==> src/hw/rtl/pea_pkg.sv <==
// Package for the exchange amount pipeline: widths, constants, word types.
// No dependencies.
`default_nettype none
package pea_pkg;
	localparam int AMT_W = 63;
	localparam int PRC_W = 31;
	localparam int PROD_W = AMT_W + PRC_W;
	localparam logic [AMT_W-1:0] AMT_MAX = {AMT_W{1'b1}};
	localparam logic RULE_OLD = 1'b0;
	localparam logic RULE_NEW = 1'b1;
	localparam logic RULE_RESET = RULE_NEW;

	typedef struct packed {
		logic [AMT_W-1:0] offered_amount;
		logic [PRC_W-1:0] price_num;
		logic [PRC_W-1:0] price_den;
		logic [AMT_W-1:0] receive_limit;
		logic [AMT_W-1:0] send_limit;
	} in_word_t;

	typedef struct packed {
		logic [AMT_W-1:0] amount_received;
		logic [AMT_W-1:0] amount_sent;
		logic was_reduced;
	} out_word_t;

	// side data carried alongside one division
	typedef struct packed {
		logic mode;
		logic reduced;
		logic [AMT_W-1:0] amt;
		logic [PRC_W-1:0] num;
		logic [PRC_W-1:0] den;
		logic [AMT_W-1:0] send_limit;
	} side_t;
endpackage
`default_nettype wire

==> src/hw/rtl/pea_clamp.sv <==
// Middle stage: applies the send limit and the overflow flag.
// Depends on pea_pkg.
`default_nettype none
module pea_clamp (
	input  wire             clk,
	input  wire             arst_n,
	input  wire             en,
	input  wire             in_valid,
	input  wire [62:0]      s,
	input  wire             ovf,
	input  wire pea_pkg::side_t side_in,
	output logic            out_valid,
	output logic [62:0]     s_out,
	output pea_pkg::side_t  side_out
);
	import pea_pkg::*;
	logic over;
	side_t side_nx;
	assign over = s > side_in.send_limit;
	always_comb begin
		side_nx = side_in;
		side_nx.reduced = side_in.reduced | over |
			(ovf && side_in.mode == RULE_NEW);
	end
	always_ff @(posedge clk or negedge arst_n) begin
		if (!arst_n) out_valid <= 1'b0;
		else if (en) out_valid <= in_valid;
	end
	always_ff @(posedge clk) begin
		if (en) begin
			s_out <= over ? side_in.send_limit : s;
			side_out <= side_nx;
		end
	end
endmodule
`default_nettype wire
==> config.mk <==
export PLATFORM = sky130hd
export DESIGN_NAME = pea_clamp
export DESIGN_NICKNAME = d
export VERILOG_FILES = /design/src/hw/rtl/pea_pkg.sv /design/src/hw/rtl/pea_clamp.sv
export SDC_FILE = /design/constraint.sdc
export NUM_CORES = 1
export LEC_CHECK = 0
export BUFFER_PORTS_ARGS = -buffer_cell sky130_fd_sc_hd__buf_2
export CAP_MARGIN = 30
export CORE_AREA = 3 3 201 203
export CTS_CLUSTER_SIZE = 30
export DETAILED_ROUTE_END_ITERATION = 16
export DIE_AREA = 0 0 204 206
export MAX_ROUTING_LAYER = met4
export PLACE_DENSITY = 0.59
export SLEW_MARGIN = 20
export SYNTH_ARGS = -nofsm -noshare
export SYNTH_HDL_FRONTEND = slang
export SYNTH_SLANG_ARGS = --single-unit
==> constraint.sdc <==
create_clock -name clk -period 0.8 [get_ports clk]
set_input_delay 0.08 -clock clk [delete_from_list [all_inputs] [get_ports clk]]
set_output_delay 0.08 -clock clk [all_outputs]
set_load 0.1 [all_outputs]
# After elaboration in Yosys (flattened, before gate mapping)
# Cells that the tools add are included.
[classes]
n_lt_le_gt_ge = 1
muxes = 1
bitwise = 2
reduce_logical = 1
[ops]
columns = ["op", "count"]
rows = [
  ["> comparator 63 bit", 1],
  ["two-way mux 63 bit", 1],
  ["OR 1 bit", 2],
  ["logical AND 1 bit", 1],
]
[word_totals]
register_bits = 254
inputBits = 258
out_inout_bits = 254
elab_cells = 13

# Longest topological paths before layout
[logic_depth]
depth_word = 3
ltp_mapped = 10
ltp_nobuf = 9

# Worst setup path before layout
# No wires, ideal clock.
[synth_timing]
kind = "input to register"
start = "in side_in[37] (netlist bit)"
end = "reg s_out[10] (data pin)"
setup_ns = 0.260
arrival_time_ns = 2.407
required_ns = 0.540
setup_slack_ns = -1.867
path_stages = 10
n_path_buf = 1
path_cell_list = "inv_1 > ha_1 > nand4_1 > or3_1 > or3_4 > a2111oi_4 > a211oi_1 > a31oi_4 > buf_6 > mux2_2"
[synth_via]
elab_chain_cells = 2
[synth_lines]
columns = ["item", "line_no", "rtl"]
rows = [
  ["start: declaration", "pea_clamp.sv:11", "input wire pea_pkg::side_t side_in,"],
  ["> comparator 63 bit", "pea_clamp.sv:19", "assign over = s > side_in.send_limit;"],
  ["two-way mux 63 bit", "pea_clamp.sv:31", "s_out <= over ? side_in.send_limit : s;"],
  ["end signal: assignment", "pea_clamp.sv:31", ""],
  ["end: declaration", "pea_clamp.sv:13", "output logic [62:0] s_out,"],
]
# Every way passes these cells.
# A chain may end at the register's enable or synchronous reset.

# Final worst setup path
[layout_timing]
start = "in side_in[62] (netlist bit)"
end = "reg s_out[54] (data pin)"
# The elaborated chain is that of the path after synthesis.

==> summary.txt <==
GRT
  • First-pass GRT wire length: 59100 microns
  • Initial antenna violation count: 9
  • Vias in the first global route: 9386
  • GR Overflow Total: 0
  • Global Route Usage Sum: 19.4%
  • Pin count of the biggest net entering global routing: 53

Detailed routing
  • DRT antenna net count: 0
  • DRC viols: 0
  • Total routed wirelength: 41700 microns
  • Detailed Route Iter0 Violations: 350
  • DRT Pass-1 Iters: 4
  • Vias after detailed routing: 8533
  • Drt wl/cell: 21.0 microns
  • Vias/cell: 4.30

Critical path
  • Data arrival, critical path: 2630 ps
  • FF-to-FF End: out_valid
  • CP Max Fanout: 20
  • FF-to-FF setup slack: -50 ps
  • CP cell instances: buf_6, inv_4, ha_4, nand4_1, nor4_4, nand3_2, a2111oi_4, a211oi_4, a31oi_4, buf_4, buf_12, mux2_2
  • Reg-to-reg startpoint: out_valid
  • Crit path required time: 1090 ps
  • Reg2Reg Depth: 1
  • Worst Path Buf+Inv: 4
  • Slowest cell delay on critical path: 420 ps
  • Slowest cell on the critical path: a2111oi_4
  • CP top delay family: simple AND/OR/NAND/NOR gates
  • Setup CP Type: input port to flop
  • CP Launch Type: input port
  • Worst Setup End Kind: flop
  • Crit. path cell count: 12

Logic synthesis
  • Yosys warnings: 0
  • Leading area contributor after synthesis: edfxtp_1
  • Mapped Area: 10000 sq um
  • Synth area leaders: edfxtp_1 (76%), ha_1 (7.9%), mux2_2 (6.7%), inv_1 (2.5%), a21oi_1 (1.3%)
  • Synthesized flop and latch total: 254
  • Cells after Synth: 553
  • Post-synth top cells: edfxtp_1 (253), inv_1 (67), ha_1 (63), mux2_2 (60), a21oi_1 (26)
  • EDFF count, synth: 253
  • Share of the synthesized area in the top cell type: 75.8%
  • Sequential-to-total area share from yosys stat: 76.0%
  • Count leader, synth: edfxtp_1
  • Synth Flop Type: edfxtp_1
  • Syn nets: 874
  • Syn Area/Cell: 18.1 sq um
  • Unique masters post-synth: 29
  • Fraction of registers with async set/reset: 0.394%

STA
  • RSZ-0062 raised after global routing: yes
  • Fin crit share: 292%
  • Minimum clock period: 2340 ps
  • Hold Slack: -47.9 ps
  • Final setup margin: -1540 ps
  • Clock Skews: 0 ps
  • Endpoints failing setup: 321
  • Max frequency: 0.428 GHz
  • Worst-Margin Slew: 391 ps
  • Final Max Slew Viols: 0
  • Max-slew headroom: 73.7%
  • Final Hold Vio Count: 2

Worst hold path
  • Min-delay worst type: input port to flop
  • Hold path depth: 3
  • Hold endpoint: s_out[22]
  • Startpoint of the worst hold path: s[22]

Place
  • PortBufs: 511
  • Final GP Congestion: 0.850
  • DP Wirelength: 29200 microns

Floorplan
  • Core Region: 38600 sq um
  • Initial core utilization: 25.9%
  • Die W: 204 microns
  • Die Y: 206 microns
  • Total die area: 42000 sq um
  • Row count: 72
  • I/O Pins: 512

Power and ir drop
  • Net Sw Power: 17.3 mW
  • Sw Ratio: 35.4%
  • PD cells: 2220 nW/um^2
  • Int Pwr: 31.6 mW
  • Combinational share of power: 36.5%
  • Clock power frac: 28.7%
  • LEAKAGE: 9.38 nW
  • Flop pwr share: 34.9%
  • Peak VDD IR: 1.57 mV

Clock network
  • Clk sinks: 254
  • Total CTS buffers: 29
  • Clock-pin slew on the worst setup and hold paths: 60 ps
  • Worst skew pair latency: 540 ps
  • H-tree Lvls: 1
  • CTS tree: done
  • Root Driver: clkbuf_16
  • Clock buffer depth: 3

Outcome
  • Status: finished with violations
  • Failing checks: negative hold slack, negative setup slack

Finish
  • Area delta synth->final: 120%
  • Nets: 1756
  • Final Util: 57.1%
  • Share of cells above drive strength 1: 52.1%

Run
  • Max Cap Viol: 0
cell type report:
cell class	instances	area, sq um
flip-flops and latches	254	7630
repair buffers	857	9930
inverters	67	289
clock buffers	33	741
diodes	9	22.5
fillers	2863	16600
multi-input cells	226	2540
well taps	518	648
clock inverters	19	250
worst max-delay path by stage:
stage	from	to
4_1_cts	side_in[61]	s_out[31]
3_3_place_gp	side_in[8]	s_out[57]
3_5_place_dp	side_in[8]	s_out[57]
6_report	side_in[62]	s_out[54]
2_1_floorplan	side_in[37]	s_out[10]
5_1_grt	side_in[52]	s_out[31]
registers in the layout, indices dropped and copies added, names as in the netlist:
name and count:
s_out 63, out_valid 1, side_out 190
what timing repair did:
item	in CTS	in global routing
cloned	2	1
endpoints found under the setup margin	319	324
setup buffers	8	2
hold buffers	257	1
pin swaps	3	5
resized for setup	71	19
hold endpoints to repair	257	4
power by group through the flow:
stage	Combinational [mW]	Sequential (mW)	Clock, mW
2_1_floorplan	1.26	24.9	0
3_3_place_gp	16.1	17.2	0
3_5_place_dp	16.2	17.3	0
4_1_cts	17.7	17.0	14.4
5_1_grt	18.3	17.1	14.9
6_report	17.8	17.0	14.0
logic make-up (layout without fill, tap and decap cells):
kind of cell / count (synthesis) / in the layout / share of synthesized area [%]
AO/OA/AOI/OAI: 49 / 49 / 3.26
other: 0 / 9 / 0
flip-flops: 254 / 254 / 76.0
adder cells (fa/ha/maj): 63 / 63 / 7.86
multiplexers: 64 / 64 / 7.19
buffers and inverters: 73 / 976 / 3.18
AND/OR/NAND/NOR: 50 / 50 / 2.48
through the flow:
step	setup TNS (ps)	instances	setup WS [ps]	area (sq um)	total power, mW
after global placement	-174620	1651	-2280	17900	33.3
after floorplan	-153550	553	-1680	10200	26.2
after CTS	-212450	1970	-1470	21900	49.1
after global routing	-222850	1982	-1590	22000	50.4
final	-207330	1983	-1540	22100	48.9
after detailed placement	-178740	1651	-2360	17900	33.5
placed cells by master (no fill, tap or decap), drive strengths merged:
| cell type | synthesis | layout |
|---|---|---|
| ha | 63 | 63 |
| and4 | 1 | 1 |
| nand3b | 1 | 1 |
| dlymetal6s4s | 0 | 2 |
| bufinv | 0 | 6 |
| a211oi | 2 | 2 |
| nor4 | 1 | 1 |
| or3 | 2 | 2 |
| nand3 | 9 | 9 |
| mux2 | 64 | 64 |
| o21a | 1 | 1 |
| a2111oi | 1 | 1 |
| a2bb2oi | 1 | 1 |
| o21ai | 8 | 8 |
| clkinv | 0 | 13 |
| clkbuf | 0 | 34 |
| a221oi | 5 | 5 |
| nand2 | 18 | 18 |
| inv | 67 | 67 |
| buf | 6 | 598 |
| dlygate4sd3 | 0 | 256 |
| diode | 0 | 9 |
| a31oi | 1 | 1 |
| o211ai | 1 | 1 |
| o221ai | 1 | 1 |
| edfxtp | 253 | 253 |
| a211o | 1 | 1 |
| o31ai | 1 | 1 |
| nand4 | 9 | 9 |
| nor3 | 5 | 5 |
| dfrtp | 1 | 1 |
| nor2 | 4 | 4 |
| a21oi | 26 | 26 |
routing by layer:
metal  part of all wire (%)  up-vias  GRT usage (%)
li1                       -     3901              -
met5                      0        -              -
met3                    7.9      107           5.28
met2                     52      392           33.6
met4                    5.6        0           10.4
met1                     35     4133           20.2
tightest hold or removal path: stages:
cell and delay (ps):
buf_2 90, buf_4 100, mux2_4 130
No activity file was read; power rests on OpenSTA's default activity.
